## src/hdl/mhpq_pkg.sv

```systemverilog
package mhpq_pkg;

    localparam int CAPACITY = 1024;
    localparam int IDX_W    = $clog2(CAPACITY);
    localparam int CNT_W    = $clog2(CAPACITY + 1);
    localparam int DATA_W   = 32;
    localparam int COUNT_W  = 11;

    typedef enum logic [0:0] {
        OP_INSERT  = 1'b0,
        OP_EXTRACT = 1'b1
    } opcode_t;

    typedef enum logic [1:0] {
        ST_INSERTED  = 2'd0,
        ST_EXTRACTED = 2'd1,
        ST_EMPTY     = 2'd2,
        ST_FULL      = 2'd3
    } status_t;

    typedef struct packed {
        opcode_t                    opcode;
        logic signed [DATA_W-1:0]   value;
    } in_word_t;

    typedef struct packed {
        logic signed [DATA_W-1:0]   min_value;
        status_t                    status;
        logic [COUNT_W-1:0]         count_after;
    } out_word_t;

    // Broadcast from the controller to every cell of the row.
    typedef struct packed {
        logic                       ins;
        logic                       ext;
        logic signed [DATA_W-1:0]   value;
        logic [CNT_W-1:0]           count;
    } cmd_t;

endpackage

```

## src/hdl/mhpq_cell.sv

```systemverilog
module mhpq_cell (
    input  logic                                 clk,
    input  logic [mhpq_pkg::IDX_W-1:0]           idx,
    input  mhpq_pkg::cmd_t                       cmd,
    input  logic signed [mhpq_pkg::DATA_W-1:0]   left_val,
    input  logic                                 left_gt,
    input  logic signed [mhpq_pkg::DATA_W-1:0]   right_val,
    output logic signed [mhpq_pkg::DATA_W-1:0]   val,
    output logic                                 gt
);

    logic signed [mhpq_pkg::DATA_W-1:0] val_reg;
    logic signed [mhpq_pkg::DATA_W-1:0] val_next;
    logic                               occupied;
    logic                               at_end;

    assign occupied = mhpq_pkg::CNT_W'(idx) < cmd.count;
    assign at_end   = mhpq_pkg::CNT_W'(idx) == cmd.count;
    // Flag an occupied entry that must move right to make room for the new word.
    assign gt       = occupied && (val_reg > cmd.value);
    assign val      = val_reg;

    always_comb
    begin
        val_next = val_reg;
        if (cmd.ins)
        begin
            if (left_gt)
                val_next = left_val;
            else if (gt || at_end)
                val_next = cmd.value;
        end
        else if (cmd.ext)
        begin
            val_next = right_val;
        end
    end

    always_ff @(posedge clk)
    begin
        val_reg <= val_next;
    end

endmodule

```

## config.mk

```make
export PLATFORM = sky130hd
export DESIGN_NAME = mhpq_cell
export DESIGN_NICKNAME = d
export VERILOG_FILES = /design/src/hdl/mhpq_pkg.sv /design/src/hdl/mhpq_cell.sv
export SDC_FILE = /design/constraint.sdc
export NUM_CORES = 1
export LEC_CHECK = 0
export BUFFER_PORTS_ARGS = -buffer_cell sky130_fd_sc_hd__buf_2
export CAP_MARGIN = 20
export CORE_ASPECT_RATIO = 0.7
export CORE_MARGIN = 1
export CORE_UTILIZATION = 37
export CTS_CLUSTER_DIAMETER = 30
export DETAILED_ROUTE_END_ITERATION = 12
export GPL_TIMING_DRIVEN = 0
export PLACE_DENSITY = 0.7
export SETUP_SLACK_MARGIN = 0.05
export SLEW_MARGIN = 5
export SYNTH_ARGS = -nofsm -noshare
export SYNTH_HDL_FRONTEND = slang
export SYNTH_SLANG_ARGS = --single-unit
```

## constraint.sdc

```tcl
create_clock -name clk -period 9.4 [get_ports clk]
set_clock_uncertainty 0.1 [all_clocks]
set_input_delay 0.94 -clock clk [delete_from_list [all_inputs] [get_ports clk]]
set_output_delay 0.94 -clock clk [all_outputs]
set_load 0.005 [all_outputs]
```

==> results of run 1 <==
## how the worst min path moves through the flow
stage	cells after the start	slack, ps	from	to
final	3	870	right_val[27]	val[27]
after global routing	3	880	right_val[13]	val[13]
after CTS	3	860	right_val[4]	val[4]
after detailed placement	3	1010	val[31]	val[28]
after global placement	3	1160	right_val[13]	val[13]
after floorplan	3	1040	val[31]	val[0]
## metrics by stage
stage | area [sq um] | power, mW | instances | setup slack (ps) | utilization
4_1_cts | 3769 | 0.4826 | 554 | 5269 | 0.5403
6_report | 3769 | 0.4772 | 554 | 5305 | 0.5403
3_5_place_dp | 3662 | 0.3482 | 546 | 4974 | 0.5250
5_1_grt | 3769 | 0.5103 | 554 | 4947 | 0.5403
3_3_place_gp | 3628 | 0.3395 | 545 | 3982 | 0.5202
2_1_floorplan | 2750 | 0.2746 | 299 | 5118 | -
## critical path, delay by kind of cell
family,cells,cell delay [ps]
fa+ha+maj,1,310
simple gates,1,800
buf+inv,3,370
compound gates,5,1570
## cells in the final DEF (no fill, tap or decap), drive strengths merged
cell,netlist,routed
nor3b,1,1
nor3,1,1
clkinv,0,2
nand4,6,6
nor2b,4,4
or3,1,1
edfxtp,32,32
inv,46,46
a211oi,1,1
a2111o,1,1
o31a,1,1
a21boi,1,1
a21oi,47,47
nand2,6,6
bufinv,0,1
a2111oi,1,1
o211ai,2,2
o21ai,3,3
o31ai,2,2
nor2,38,38
and3,1,1
nand3,5,5
nor4,1,1
buf,4,157
a211o,1,1
ha,42,42
mux2i,32,32
a31oi,1,1
and4,2,2
a21o,5,5
a32oi,1,1
clkbuf,7,12
a41o,1,1
a221o,2,2
## kinds of logic (layout without fill, tap and decap cells)
logic type      Yosys count  in the layout  share of synthesized area
compound gates           70             70                     0.1538
fa+ha+maj                42             42                     0.1911
buf+inv                  57            218                    0.07780
flops                    32             32                     0.3494
mux                      32             32                     0.1165
simple gates             66             66                     0.1115
## area by class of cell
cell class	count	share of cell area
clock buffer	5	0.01826
multi-input combinational	210	0.4197
clock inverter	3	0.009960
timing repair buffer	153	0.2092
sequential	32	0.2550
tap	94	0.03121
buffer	11	0.01096
inverter	46	0.04582
## per-layer routing
metal  share of wire  wire length [um]
met5               0                 0
met4          0.0080                61
met3           0.080               611
met2            0.44              3356
met1            0.47              3570
## power groups by stage
stage               combinational, mW  sequential (mW)  clock (mW)
floorplan                      0.0790            0.196           0
global route                    0.175            0.193       0.142
CTS                             0.155            0.191       0.137
global placement                0.145            0.194           0
detailed placement              0.154            0.194           0
finish                          0.153            0.191       0.133
==> results.py, run 1 <==
metrics = {
    "die": {
        "start_util": 0.3943,
        "dieArea_sq_um": 7787,
        "num_io_pins": 154,
        "coreArea_sq_um": 6975,
        "fp.dieH_um": 74.13,
        "num_rows": 25,
        "die_w_um": 105.0,
    },
    "cells_and_area": {
        "fillCellCount": 664,
        "diodes": 0,
        "area.growth.synth_to_final_pct": 37.03,
        "fin_nets": 622,
        "seq_area_sq_um": 960.9,
        "multi_input_area_sq_um": 1582,
        "largest_reg_flops": 32,
        "drive_above_1_share": 0.3522,
    },
    "timing": {
        "timing.hold.ws_ps": 873.5,
        "setup_violations": 0,
        "fmax_mhz": 244.2,
        "hold_viol": 0,
        "fin_crit_sh": 0.4356,
        "slew_headroom": 0.3806,
        "rsz0062_at_grt": "false",
        "fin_setup_tns_ps": 0,
        "report.final.slew_viol_count": 0,
        "worstMarginPinSlew_ps": 926.0,
        "period_needed_ps": 4095,
    },
    "cts": {
        "insertion_delay_ps": 280,
        "cts_max_level": 2,
        "cts_resized": 0,
        "cts_tree": "yes",
        "cts_made_buffers": 5,
        "cts_root_buffer": "clkbuf_8",
        "clock-sinks": 32,
        "clockBufferDepth": 2,
        "clkSlewWorstSetupHoldPaths_ps": 70,
        "postCtsSetupRepairBufs": 0,
        "hold_buffers": 0,
    },
    "grt": {
        "grt_start_max_net_pins": 18,
        "use_met1": 0.2591,
        "antenna_found_initial": 0,
        "top_usage_layer": "met2",
        "grt-ovfl-total": 0,
        "met2_usage": 0.3304,
        "met3_usage": 0.04908,
        "track_usage": 0.1969,
        "grt_pass1_vias": 2549,
        "grt_first_pass_wirelength_mm": 11.98,
    },
    "worst_setup_path": {
        "max_stage_delay_ps": 800,
        "start_kind": "input port",
        "cpMaxStageDelayCell": "nor3_4",
        "rrSetupSlack_ps": 5690,
        "startpoint": "cmd[30]",
        "r2r-start": "val[17]",
        "critPathCaptureType": "flop",
        "worstPathRequired_ps": 9290,
        "reg2reg_to": "val[2]",
        "endpoint": "val[2]",
        "cp_max_fo": 17,
        "arrival_ps": 3990,
        "worst_r2r_path_depth": 8,
        "critPathKind": "in2reg",
        "crit_chain": "buf_2 > inv_1 > ha_1 > a21oi_2 > o21ai_1 > a221o_1 > a2111oi_0 > a211oi_1 > nor3_4 > buf_16",
    },
    "placement": {
        "dp.final_hpwl_mm": 6.317,
        "gp_congestion": 0.8153,
        "portBuffers": 152,
    },
    "routing": {
        "first_iter_violations": 103,
        "routedWlPerCell_um": 13.72,
        "via_count": 2717,
        "dr.pass1.iters": 4,
        "post-route-drc-count": 0,
        "ant_nets": 0,
        "wirelength_mm": 7.600,
        "drt-vias-per-instance": 4.904,
    },
    "synth": {
        "postSynthCellCount": 299,
        "synth.avg_cell_area_sq_um": 9.198,
        "yosysTopAreaCell": "edfxtp_1",
        "synth_top_area_frac": 0.3494,
        "ys_ff_latch": 32,
        "synth_edf_count": 32,
        "ys_seq_area_frac": 0.3494,
        "synth_ff_type": "edfxtp_1",
        "synthesis.area_sq_um": 2750,
        "ys_async_sr_fraction": 0,
        "yosysWarnings": 0,
        "ys_top_cells_by_count": "inv_1 (46), a21oi_1 (45), ha_1 (42)",
        "synth_area_leaders": "edfxtp_1 (35%), ha_1 (19%), mux2i_1 (12%)",
        "synth_nets": 462,
        "yosysMostFrequentCell": "inv_1",
        "synth.distinct_cells": 34,
    },
    "pwr": {
        "p_leak_nw": 2.031,
        "power.share.sequential": 0.400,
        "ir_drop_mv": 0.05853,
        "p_sw_frac": 0.3022,
        "switchingPower_uw": 144.2,
        "clkPwrFrac": 0.279,
        "pwr_density_cell_nw_per_um2": 126.6,
        "pwr-share-comb": 0.321,
        "power.internal_uw": 333.0,
    },
    "run_status": {
        "status": "completed",
    },
    "min_path": {
        "hold_path_class": "in2reg",
    },
    "run": {
        "max_cap_viol_count": 0,
    },
}
Note: power is estimated with default switching activity, not from simulation.
==> inputs of run 2 (changes only) <==
- clock period: 9.4 -> 4.05 ns (I/O delays scaled with it)
==> run 2 against run 1 <==
Clock power up 130%. Sequential share of layout area down 0.15 points. Register-to-register slack worse by 4800 ps. Utilization up 0.32 points. Critical path depth down 1. Count of clock-buffer cells in the layout unchanged. Worst hold slack worse by 530 ps. Sequential cell count unchanged. First-iteration DRC count down 30%. Sequential power up 130%. Critical path type is now reg2reg. Largest power group unchanged.
==> results.py, run 2 (synthesized netlist as in run 1, its figures left out) <==
metrics = {
    "grt": {
        "antenna_found_initial": 0,
        "grt_pass1_vias": 2549,
        "grt-ovfl-total": 0,
        "met3_usage": 0.04908,
        "track_usage": 0.1969,
        "top_usage_layer": "met2",
        "grt_first_pass_wirelength_mm": 11.98,
        "use_met1": 0.2591,
        "met2_usage": 0.3304,
        "grt_start_max_net_pins": 18,
    },
    "pwr": {
        "pwr_density_cell_nw_per_um2": 293.7,
        "ir_drop_mv": 0.1360,
        "finalPower_mw": 1.114,
        "p_leak_nw": 2.045,
    },
    "cells_and_area": {
        "layout_common_cells": "buf_2 (152), inv_1 (46), a21oi_1 (45), ha_1 (42), nor2_1 (38)",
        "final_common_cell": "buf_2",
        "drive_above_1_share": 0.3564,
        "fin_nets": 625,
        "fillCellCount": 661,
        "diodes": 0,
        "largest_reg_flops": 32,
        "area.growth.synth_to_final_pct": 37.85,
    },
    "routing": {
        "drt-vias-per-instance": 4.917,
        "wirelength_mm": 7.625,
        "routedWlPerCell_um": 13.69,
        "dr.pass1.iters": 4,
        "first_iter_violations": 72,
        "via_count": 2739,
        "post-route-drc-count": 0,
        "ant_nets": 0,
    },
    "timing": {
        "rsz0062_at_grt": "false",
        "slew_headroom": 0.4783,
        "fin_crit_sh": 0.7760,
        "fmax_mhz": 318.2,
        "timing.hold.ws_ps": 338.9,
        "setup_violations": 0,
        "period_needed_ps": 3143,
        "report.final.slew_viol_count": 0,
        "hold_viol": 0,
        "worstMarginPinSlew_ps": 762.8,
    },
    "min_path": {
        "hold_path_class": "in2reg",
        "min_delay_path_depth": 3,
        "hold_start": "right_val[4]",
        "hold_end": "val[4]",
    },
    "die": {
        "die_w_um": 105.0,
        "dieArea_sq_um": 7787,
        "num_io_pins": 154,
        "fp.dieH_um": 74.13,
        "coreArea_sq_um": 6975,
        "start_util": 0.3943,
        "num_rows": 25,
    },
    "worst_setup_path": {
        "worstPathRequired_ps": 3950,
        "cp_max_fo": 16,
        "arrival_ps": 3040,
        "r2r-start": "val[17]",
        "start_kind": "flop",
        "worst_r2r_path_depth": 9,
        "critPathCaptureType": "flop",
        "critPathKind": "reg2reg",
        "crit_chain": "ha_1 > a21oi_2 > o21ai_1 > a221o_1 > a2111oi_0 > a211oi_1 > nor3_4 > buf_4 > buf_16",
        "reg2reg_to": "val[2]",
        "cpMaxStageDelayCell": "a2111oi_0",
        "max_stage_delay_ps": 730,
        "rrSetupSlack_ps": 910,
    },
    "cts": {
        "hold_buffers": 0,
        "clockBufferDepth": 2,
        "cts_made_buffers": 5,
        "insertion_delay_ps": 280,
        "cts_tree": "yes",
        "clock-sinks": 32,
        "cts_max_level": 2,
        "cts_root_buffer": "clkbuf_8",
        "clkSlewWorstSetupHoldPaths_ps": 70,
    },
    "placement": {
        "dp.final_hpwl_mm": 6.317,
        "portBuffers": 152,
        "gp_congestion": 0.8153,
    },
    "run_status": {
        "status": "completed",
    },
    "run": {
        "max_cap_viol_count": 0,
    },
}
==> run 2: cell count changes in the layout (fill, tap and decap cells not counted) <==
cell	before	now
buf_4	0	3
==> run 2: worst max-delay path by stage <==
stage / start / endpoint / cells after the start
3_3_place_gp: cmd[30] / val[14] / 9
2_1_floorplan: cmd[28] / val[0] / 8
5_1_grt: val[17] / val[7] / 9
4_1_cts: val[17] / val[2] / 8
6_report: val[17] / val[2] / 9
3_5_place_dp: cmd[30] / val[13] / 10
==> run 2: power breakdown <==
| part | switching [mW] | total [mW] | internal [mW] |
|---|---|---|---|
| Sequential | 0.0221 | 0.443 | 0.421 |
| Combinational | 0.184 | 0.362 | 0.178 |
| Clock | 0.129 | 0.308 | 0.179 |
==> run 2: final cells by class <==
| class | instances | area [sq um] | share of cell area |
|---|---|---|---|
| clock inverters | 3 | 37.54 | 0.009901 |
| multi-input cells | 210 | 1582 | 0.4172 |
| clock buffers | 5 | 68.82 | 0.01815 |
| well taps | 94 | 117.6 | 0.03102 |
| inverters | 46 | 172.7 | 0.04554 |
| plain buffers | 11 | 41.29 | 0.01089 |
| flip-flops and latches | 32 | 960.9 | 0.2535 |
| repair buffers | 156 | 810.8 | 0.2139 |
==> run 2: worst max-delay path: cells and delay by family, from the launching register on <==
| family | cells | cell delay [ps] |
|---|---|---|
| AND/OR/NAND/NOR | 1 | 170 |
| AO/OA/AOI/OAI | 5 | 1540 |
| flip-flops | 1 | 410 |
| adder cells (fa/ha/maj) | 1 | 320 |
| buffers and inverters | 2 | 310 |
==> run 2: through the flow <==
step / setup TNS (ps) / instance area [sq um] / utilization / cells / setup WS, ps
2_1_floorplan: 0 / 2750 / - / 299 / 302.8
3_3_place_gp: -26600 / 3628 / 0.5202 / 545 / -832.7
3_5_place_dp: 0 / 3662 / 0.5250 / 546 / 158.8
4_1_cts: 0 / 3769 / 0.5403 / 554 / 292.5
5_1_grt: 0 / 3791 / 0.5435 / 557 / 618.5
6_report: 0 / 3791 / 0.5435 / 557 / 907.3
==> run 2: repair_timing <==
| action | 4_1_cts | 5_1_grt |
|---|---|---|
| buffers inserted | 0 | 3 |
| setup endpoints to repair | 0 | 16 |
| gates resized for setup | 0 | 0 |
==> run 2: metal layers <==
metal	share of wire	wire length (um)
met1	0.47	3574
met3	0.081	617
met2	0.44	3370
met5	0	0
met4	0.0080	61
