**config.mk**
```make
export PLATFORM = sky130hd
export DESIGN_NAME = mhpq_ctrl
export DESIGN_NICKNAME = d
export VERILOG_FILES = /design/src/hdl/mhpq_pkg.sv /design/src/hdl/mhpq_ctrl.sv
export SDC_FILE = /design/constraint.sdc
export NUM_CORES = 1
export LEC_CHECK = 0
export BUFFER_PORTS_ARGS = -buffer_cell sky130_fd_sc_hd__buf_2
export CAP_MARGIN = 20
export CORE_MARGIN = 8
export CORE_UTILIZATION = 40
export CTS_CLUSTER_DIAMETER = 120
export CTS_CLUSTER_SIZE = 24
export DETAILED_ROUTE_END_ITERATION = 10
export GPL_TIMING_DRIVEN = 0
export PLACE_DENSITY = 0.78
export SLEW_MARGIN = 15
export SYNTH_ARGS = -nofsm -noshare
export SYNTH_HDL_FRONTEND = slang
export SYNTH_SLANG_ARGS = --single-unit
```
**constraint.sdc**
```tcl
create_clock -name clk -period 2.5 [get_ports clk]
set_clock_uncertainty 0.1 [all_clocks]
set_input_delay 0.125 -clock clk [delete_from_list [all_inputs] [get_ports clk]]
set_output_delay 0.125 -clock clk [all_outputs]
set_load 0.05 [all_outputs]
```
**src/hdl/mhpq_pkg.sv**
```systemverilog
package mhpq_pkg;

    localparam int CAPACITY = 1024;
    localparam int IDX_W    = $clog2(CAPACITY);
    localparam int CNT_W    = $clog2(CAPACITY + 1);
    localparam int DATA_W   = 32;
    localparam int COUNT_W  = 11;

    typedef enum logic [0:0] {
        OP_INSERT  = 1'b0,
        OP_EXTRACT = 1'b1
    } opcode_t;

    typedef enum logic [1:0] {
        ST_INSERTED  = 2'd0,
        ST_EXTRACTED = 2'd1,
        ST_EMPTY     = 2'd2,
        ST_FULL      = 2'd3
    } status_t;

    typedef struct packed {
        opcode_t                    opcode;
        logic signed [DATA_W-1:0]   value;
    } in_word_t;

    typedef struct packed {
        logic signed [DATA_W-1:0]   min_value;
        status_t                    status;
        logic [COUNT_W-1:0]         count_after;
    } out_word_t;

    // Broadcast from the controller to every cell of the row.
    typedef struct packed {
        logic                       ins;
        logic                       ext;
        logic signed [DATA_W-1:0]   value;
        logic [CNT_W-1:0]           count;
    } cmd_t;

endpackage

```
**src/hdl/mhpq_ctrl.sv**
```systemverilog
module mhpq_ctrl (
    input  logic                                 clk,
    input  logic                                 rst_n,
    input  logic                                 in_valid,
    output logic                                 in_ready,
    input  mhpq_pkg::in_word_t                   in_data,
    output logic                                 out_valid,
    input  logic                                 out_ready,
    output mhpq_pkg::out_word_t                  out_data,
    input  logic signed [mhpq_pkg::DATA_W-1:0]   head_val,
    output mhpq_pkg::cmd_t                       cmd
);

    logic [mhpq_pkg::CNT_W-1:0] count_reg;
    logic [mhpq_pkg::CNT_W-1:0] count_next;
    logic                       out_valid_reg;
    logic                       out_valid_next;
    mhpq_pkg::out_word_t        out_reg;
    mhpq_pkg::out_word_t        out_next;
    logic                       accept;
    logic                       full;
    logic                       empty;

    assign in_ready  = !out_valid_reg || out_ready;
    assign accept    = in_valid && in_ready;
    assign full      = count_reg == mhpq_pkg::CNT_W'(mhpq_pkg::CAPACITY);
    assign empty     = count_reg == '0;
    assign out_valid = out_valid_reg;
    assign out_data  = out_reg;

    always_comb
    begin
        count_next     = count_reg;
        out_next       = out_reg;
        out_valid_next = out_valid_reg;
        cmd.ins        = 1'b0;
        cmd.ext        = 1'b0;
        cmd.value      = in_data.value;
        cmd.count      = count_reg;

        if (out_ready)
            out_valid_next = 1'b0;

        if (accept)
        begin
            out_valid_next     = 1'b1;
            out_next.min_value = '0;
            unique case (in_data.opcode)
                mhpq_pkg::OP_INSERT:
                begin
                    if (full)
                        out_next.status = mhpq_pkg::ST_FULL;
                    else
                    begin
                        cmd.ins         = 1'b1;
                        count_next      = count_reg + mhpq_pkg::CNT_W'(1);
                        out_next.status = mhpq_pkg::ST_INSERTED;
                    end
                end
                mhpq_pkg::OP_EXTRACT:
                begin
                    if (empty)
                        out_next.status = mhpq_pkg::ST_EMPTY;
                    else
                    begin
                        cmd.ext            = 1'b1;
                        count_next         = count_reg - mhpq_pkg::CNT_W'(1);
                        out_next.min_value = head_val;
                        out_next.status    = mhpq_pkg::ST_EXTRACTED;
                    end
                end
                default:
                begin
                    out_next.status = mhpq_pkg::ST_EMPTY;
                end
            endcase
            out_next.count_after = mhpq_pkg::COUNT_W'(count_next);
        end
    end

    always_ff @(posedge clk or negedge rst_n)
    begin
        if (!rst_n)
        begin
            count_reg     <= '0;
            out_valid_reg <= 1'b0;
        end
        else
        begin
            count_reg     <= count_next;
            out_valid_reg <= out_valid_next;
        end
    end

    always_ff @(posedge clk)
    begin
        out_reg <= out_next;
    end

    a_count_bound: assert property (@(posedge clk) disable iff (!rst_n)
        count_reg <= mhpq_pkg::CNT_W'(mhpq_pkg::CAPACITY))
        else $error("entry count above capacity");

    a_full_insert: assert property (@(posedge clk) disable iff (!rst_n)
        (accept && in_data.opcode == mhpq_pkg::OP_INSERT && full)
        |=> (out_reg.status == mhpq_pkg::ST_FULL && count_reg == $past(count_reg)))
        else $error("insert into full queue changed state");

    a_extract_head: assert property (@(posedge clk) disable iff (!rst_n)
        (accept && in_data.opcode == mhpq_pkg::OP_EXTRACT && !empty)
        |=> (out_reg.min_value == $past(head_val)
             && out_reg.status == mhpq_pkg::ST_EXTRACTED))
        else $error("extract did not return head of row");

    a_one_op: assert property (@(posedge clk) disable iff (!rst_n)
        !(cmd.ins && cmd.ext))
        else $error("insert and extract issued together");

endmodule

```
==> results.ini, run 1 <==
[timing]
fin_ws_ps=200.2
hold_viol=0
setup-violations-final=0
drv_slew=0
worstMarginPinSlew_ps=564.5
period_needed_ps=2300
relSlewSlack=0.6188
min_period_over_period=0.9199
fmax_mhz=434.8
holdWs_ps=113.9
rsz0062_at_grt=no

[routing]
drt_iter0_drc=111
dr.pass1.iters=5
ant_nets=0
viasPerCell=4.774
wire_per_inst_um=16.35
routed_wl_um=8616
drc_errors=0
vias=2516

[die]
die-width_um=101.4
coreArea_um2=7137
rows=31
io_pins=161
start_util=0.4083
die_h_um=101.4
dieArea_um2=10270

[grt]
grt_pass1_wl_um=13630
antenna_found_initial=0
grt_pass1_vias=2726
grt.total_usage=0.1694
overflow=0
grt_max_degree=54

[clock_tree]
clkTransAtPathRegs_ps=70
clock-sinks=57
htree_levels=3
cts_tree=built
cts-root-buf=clkbuf_8
clk_latency_ps=330
clk_path_buf_depth=2
numCtsBuffers=9

[synth]
synth-xor-area-share=0.03907
synth-seq-cells=57
synthCells=247
muxShareOfSynthArea=0.007299
synth_fa_ha_area_frac=0.008587
synth_nets=318
synthFlopType=edfxtp_1
synth_top_family_by_area=simple AND/OR/NAND/NOR gates
ys_warn_count=0
synth_edf_count=45
ys_seq_area_frac=0.5668
synth_compound_area_frac=0.08845
syn_avg_cell_area_um2=11.80
synth_cell_types=48
synthArstFlopShare=0.2105
syn_area_um2=2914
synthSimpleGateAreaFrac=0.1778

[placed_design]
post-place-ws_ps=-233.3
gp_congestion=0.8705
io_buffer_count=128
dpl.hpwl_um=6146
dp.cells=474

[critical_path]
cp-end-kind=flip-flop
cp_slowest_stage_delay_ps=570
required_ps=2490
slowest_stage=or4_4
reg2reg_depth=5
cp_max_fo=9
cp_data_arrival_time_ps=2290
cp-start-kind=flip-flop
worstPathCellList=clkbuf_1 -> or4_4 -> nor4b_4 -> nor3_1 -> a21o_1
worst-setup-path-type=reg -> reg

[final_layout]
antenna_cells=0
largest_reg_flops=45
finalNonFillerCells=527
final_nets=494
syn_to_final_growth_pct=46.24
final_layout_size_suffix_gt1_frac=0.4626
utilization=0.5971

[power_and_ir_drop]
ir_drop_uv=386.1
powerDensity_nw_per_um2=881.9
p_leak_uw=0.001876

[flow_run]
timing.max_cap.violations=0

[run_status]
status=finished, final reports clean

[min_path]
hold_class=in -> async

==> where the power goes <==
group	leakage, µW	total (µW)	switching [µW]	internal, µW
clock	0.0000818	723	371	352
combinational	0.00121	1720	1200	525
sequential	0.000585	1310	96.7	1210
total	0.00188	3760	1670	2090
==> cells in the mapped netlist (5+ instances only) <==
library cell	n	area share
edfxtp_1	45	0.46
nand2b_1	5	0.011
nor3_1	6	0.010
and2_1	33	0.071
nor2_1	6	0.0077
xnor2_1	10	0.030
o21ai_0	12	0.021
buf_4	33	0.085
clkbuf_1	9	0.012
dfrtp_1	12	0.10
nand2_1	12	0.015
==> cell type report <==
class | instances | area, µm²
Timing Repair Buffer | 167 | 1021
Inverter | 5 | 26.28
Tap cell | 99 | 123.9
Sequential cell | 57 | 1653
Clock inverter | 6 | 35.03
Buffer | 44 | 301.5
Fill cell | 600 | 2875
Clock buffer | 10 | 127.6
Multi-Input combinational cell | 139 | 973.4
==> metal layers <==
metal / global-route usage / wire (µm) / up-vias / part of all wire
li1: - / - / 1204 / -
met1: 0.1945 / 3751 / 1160 / 0.44
met2: 0.2834 / 3945 / 145 / 0.46
met3: 0.06942 / 855 / 7 / 0.099
met4: 0.04696 / 63 / 0 / 0.0073
met5: 0 / 0 / - / 0
==> critical path: cells and delay by family (launching register included) <==
family | cells | cell delay [ps]
AND/OR/NAND/NOR | 3 | 1180
flip-flops | 1 | 380
buffers and inverters | 1 | 210
AO/OA/AOI/OAI | 1 | 180
==> final timing paths <==
path                                          start                       end  slack, ps
max reg2reg                count_reg[9]$_DFFE_PN0P_     out_data[5]$_DFFE_PP_        200
max in group asynchronous                     rst_n  count_reg[0]$_DFFE_PN0P_       1930
min in group clk                        in_data[32]  count_reg[3]$_DFFE_PN0P_        290
min reg2reg                count_reg[3]$_DFFE_PN0P_  count_reg[3]$_DFFE_PN0P_        520
max                        count_reg[9]$_DFFE_PN0P_     out_data[5]$_DFFE_PP_        200
min                                           rst_n     out_valid$_DFFE_PN0P_        110
==> layout by cell type (no fill, tap or decap), types with 7 or more instances in the layout <==
master         synthesis  routed
edfxtp_1              45      45
xnor2_1               10      10
clkbuf_1               9       7
o21ai_0               12      12
buf_2                  2     131
dfrtp_1               12      11
nand2_1               12      12
and2_1                33      33
clkbuf_8               0       9
buf_4                 33      37
dlygate4sd3_1          0      35
==> per-stage QoR <==
stage / setup TNS [ps] / power, µW / cell area (µm²)
floorplan: -0.1348 / 2581 / 2920
global placement: -3587 / 2937 / 3685
detailed placement: -4683 / 2963 / 3685
CTS: 0 / 3797 / 4238
global route: 0 / 3955 / 4262
finish: 0 / 3758 / 4262
==> cells by family (layout without fill, tap and decap cells) <==
logic type | after synthesis | after routing
buffers and inverters | 51 | 232
multiplexers | 2 | 2
AO/OA/AOI/OAI | 38 | 38
AND/OR/NAND/NOR | 84 | 84
adder cells (fa/ha/maj) | 2 | 2
flip-flops | 57 | 57
XOR/XNOR | 13 | 13
==> timing repair <==
action | in CTS | in global routing
buffers inserted | 2 | 2
endpoints found under the hold margin | 45 | 0
gates resized for setup | 7 | 4
endpoints found under the setup margin | 30 | 1
pin swaps | 1 | 2
hold buffers | 35 | 0
Power figures use the tool's default switching activity.
==> run 2: changes to the inputs <==
--- a/config.mk
+++ b/config.mk
@@ -5,8 +5,8 @@
 export SDC_FILE = /design/constraint.sdc
 export NUM_CORES = 1
 export LEC_CHECK = 0
+export ABC_AREA = 1
 export BUFFER_PORTS_ARGS = -buffer_cell sky130_fd_sc_hd__buf_2
-export CAP_MARGIN = 20
 export CORE_MARGIN = 8
 export CORE_UTILIZATION = 40
 export CTS_CLUSTER_DIAMETER = 120
==> results.ini, run 2 <==
[run_status]
status=finished, final reports clean

[timing]
worstMarginPinSlew_ps=644.0
min_period_over_period=0.9376
hold_viol=0
holdWs_ps=7.728
rsz0062_at_grt=no
setup-violations-final=0
setup_tns_ps=0
fmax_mhz=426.6
drv_slew=0
period_needed_ps=2344
relSlewSlack=0.5707

[clock_tree]
clk_path_buf_depth=2
htree_levels=3
numCtsBuffers=9
clk_latency_ps=330
clkTransAtPathRegs_ps=70
cts-root-buf=clkbuf_8
cts_tree=built
clock-sinks=57

[final_layout]
final_nets=552
final_cell_mix=buf_2 (129), nand2_1 (74), inv_1 (47)
layout_commonest_cell=buf_2
largest_reg_flops=45
antenna_cells=0
final_layout_size_suffix_gt1_frac=0.4177
syn_to_final_growth_pct=39.21

[synth]
synthFlopType=edfxtp_1
yosysMostFrequentCell=nand2_1
ys_warn_count=0
syn_avg_cell_area_um2=9.266
synth-xor-area-share=0.02341
synth_cell_types=26
synth_compound_area_frac=0.01338
synth_edf_count=45
synth_top_cell_by_area=edfxtp_1
synth_top_area_share=0.4515
ys_seq_area_frac=0.5518
synth_nets=394
muxShareOfSynthArea=0
synthArstFlopShare=0.2105
synthCells=323
ys_top_cells_by_area=edfxtp_1 (45%), dfrtp_1 (10%), nand2_1 (9.3%), buf_4 (8.8%), inv_1 (5.9%)
synthSimpleGateAreaFrac=0.2441
synth_commonest_cells=nand2_1 (74), inv_1 (47), edfxtp_1 (45)
syn_area_um2=2993
synth-seq-cells=57
synth_top_family_by_area=simple AND/OR/NAND/NOR gates
synth_fa_ha_area_frac=0.008361

[critical_path]
required_ps=2280
worstPathCellList=inv_1 -> ha_2 -> nand2_4 -> nor2_8 -> nand2_4 -> nand2_8 -> buf_4 -> nor2_2 -> buf_2
cp_slowest_stage_delay_ps=450
cp-start-kind=flip-flop
cp_max_fo=10
cp_common_cell=nand2_4
cp-end-kind=output pin
slowest_stage=dfrtp_2
cp_data_arrival_time_ps=2120
worst-setup-path-type=reg -> out
critical_path.startpoint=count_reg[0]$_DFFE_PN0P_
r2r_start=count_reg[0]$_DFFE_PN0P_

[power_and_ir_drop]
seq_power_share=0.333
intPower_uw=2276
ir_drop_uv=536.6
p_leak_uw=0.002198
clockPowerShare=0.226
p_comb_frac=0.441
powerDensity_nw_per_um2=982.6
p_sw_uw=1818
switching_share=0.4441

[min_path]
hp-start=head_val[31]
hold_class=in -> reg

[routing]
drc_errors=0
dr.pass1.iters=4
wire_per_inst_um=13.28
ant_nets=0
drt_iter0_drc=79
vias=2598
viasPerCell=4.441
routed_wl_um=7770

[grt]
grt_pass1_vias=2695
grt_pass1_wl_um=12100
overflow=0
antenna_found_initial=0
grt.total_usage=0.1511
grt_max_degree=55

[die]
rows=31
dieArea_um2=10510
die_h_um=102.5
io_pins=161
die-width_um=102.5
coreArea_um2=7253
start_util=0.4126

[placed_design]
io_buffer_count=128
gp_congestion=0.8291
dpl.hpwl_um=5835

[flow_run]
timing.max_cap.violations=0

## run 2: cell count changes after synthesis, moves of 7 or more
cell      previous run  this run
nand2_1             12        74
inv_1                4        47
nor2_1               6        40
and2_1              33         1
nand3_1              4        21
xnor2_1             10         0
clkbuf_1             9         1
o21ai_0             12         5
## run 2: worst paths after layout
kind | to | slack [ps] | cells after the start
worst max-delay path | cmd[43] | 160 | 9
min in group asynchronous | count_reg[7]$_DFFE_PN0P_ | 120 | 2
worst max register to register | out_data[15]$_SDFFCE_PP0P_ | 570 | 8
worst min register to register | out_valid$_DFFE_PN0P_ | 450 | 2
max in group asynchronous | count_reg[0]$_DFFE_PN0P_ | 1930 | 2
worst min-delay path | out_data[44]$_SDFFCE_PP0P_ | 8 | 3
## run 2: worst max-delay path: cells and delay by family (launching register included)
| family | cells | cell delay (ps) |
|---|---|---|
| AND/OR/NAND/NOR | 5 | 520 |
| buffers and inverters | 3 | 540 |
| flip-flops | 1 | 450 |
| adder cells (fa/ha/maj) | 1 | 260 |
## run 2: stage by stage
step	total power, µW	util	instance area [µm²]	setup WS [ps]	cells
floorplan	2785	-	2995	32.19	323
global placement	3144	0.5184	3760	316.9	550
detailed placement	3175	0.5184	3760	281.0	550
CTS	4139	0.5736	4160	45.54	585
global route	4332	0.5744	4167	17.54	585
finish	4094	0.5744	4167	156.1	585
## run 2: timing repair
action	CTS	global route
gates resized for setup	0	2
hold buffers	19	0
hold endpoints to repair	30	0
setup endpoints to repair	0	1
buffers inserted	0	0
## run 2: routing by layer
layer | vias to the layer above | global-route usage | wire length [µm] | share of wire
met5 | - | 0 | 0 | 0
met1 | 1150 | 0.1646 | 3124 | 0.40
met2 | 144 | 0.2468 | 3616 | 0.47
met4 | 0 | 0.08239 | 120 | 0.015
li1 | 1296 | - | - | -
met3 | 8 | 0.06077 | 908 | 0.12
## run 2: logic make-up (layout without fill, tap and decap cells)
| kind of cell | count (synthesis) | after routing |
|---|---|---|
| adders and majority gates | 2 | 2 |
| AOI/OAI and AO/OA | 8 | 8 |
| and+or+nand+nor | 159 | 159 |
| DFF | 57 | 57 |
| buffers and inverters | 89 | 252 |
| xor gates and xnor gates | 8 | 8 |
## run 2: layout make-up
| class | instances | area [µm²] |
|---|---|---|
| Sequential cell | 57 | 1653 |
| Timing Repair Buffer | 147 | 830.8 |
| Tap cell | 99 | 123.9 |
| Clock inverter | 6 | 82.58 |
| Multi-Input combinational cell | 177 | 870.8 |
| Buffer | 39 | 290.3 |
| Fill cell | 625 | 3087 |
| Inverter | 50 | 187.7 |
| Clock buffer | 10 | 127.6 |
## run 2: power by group through the flow
stage | logic, µW | clock network, µW | registers (µW)
floorplan | 843 | 0 | 1940
global placement | 1770 | 0 | 1370
detailed placement | 1800 | 0 | 1380
CTS | 1830 | 951 | 1360
global route | 1960 | 990 | 1390
finish | 1810 | 924 | 1360
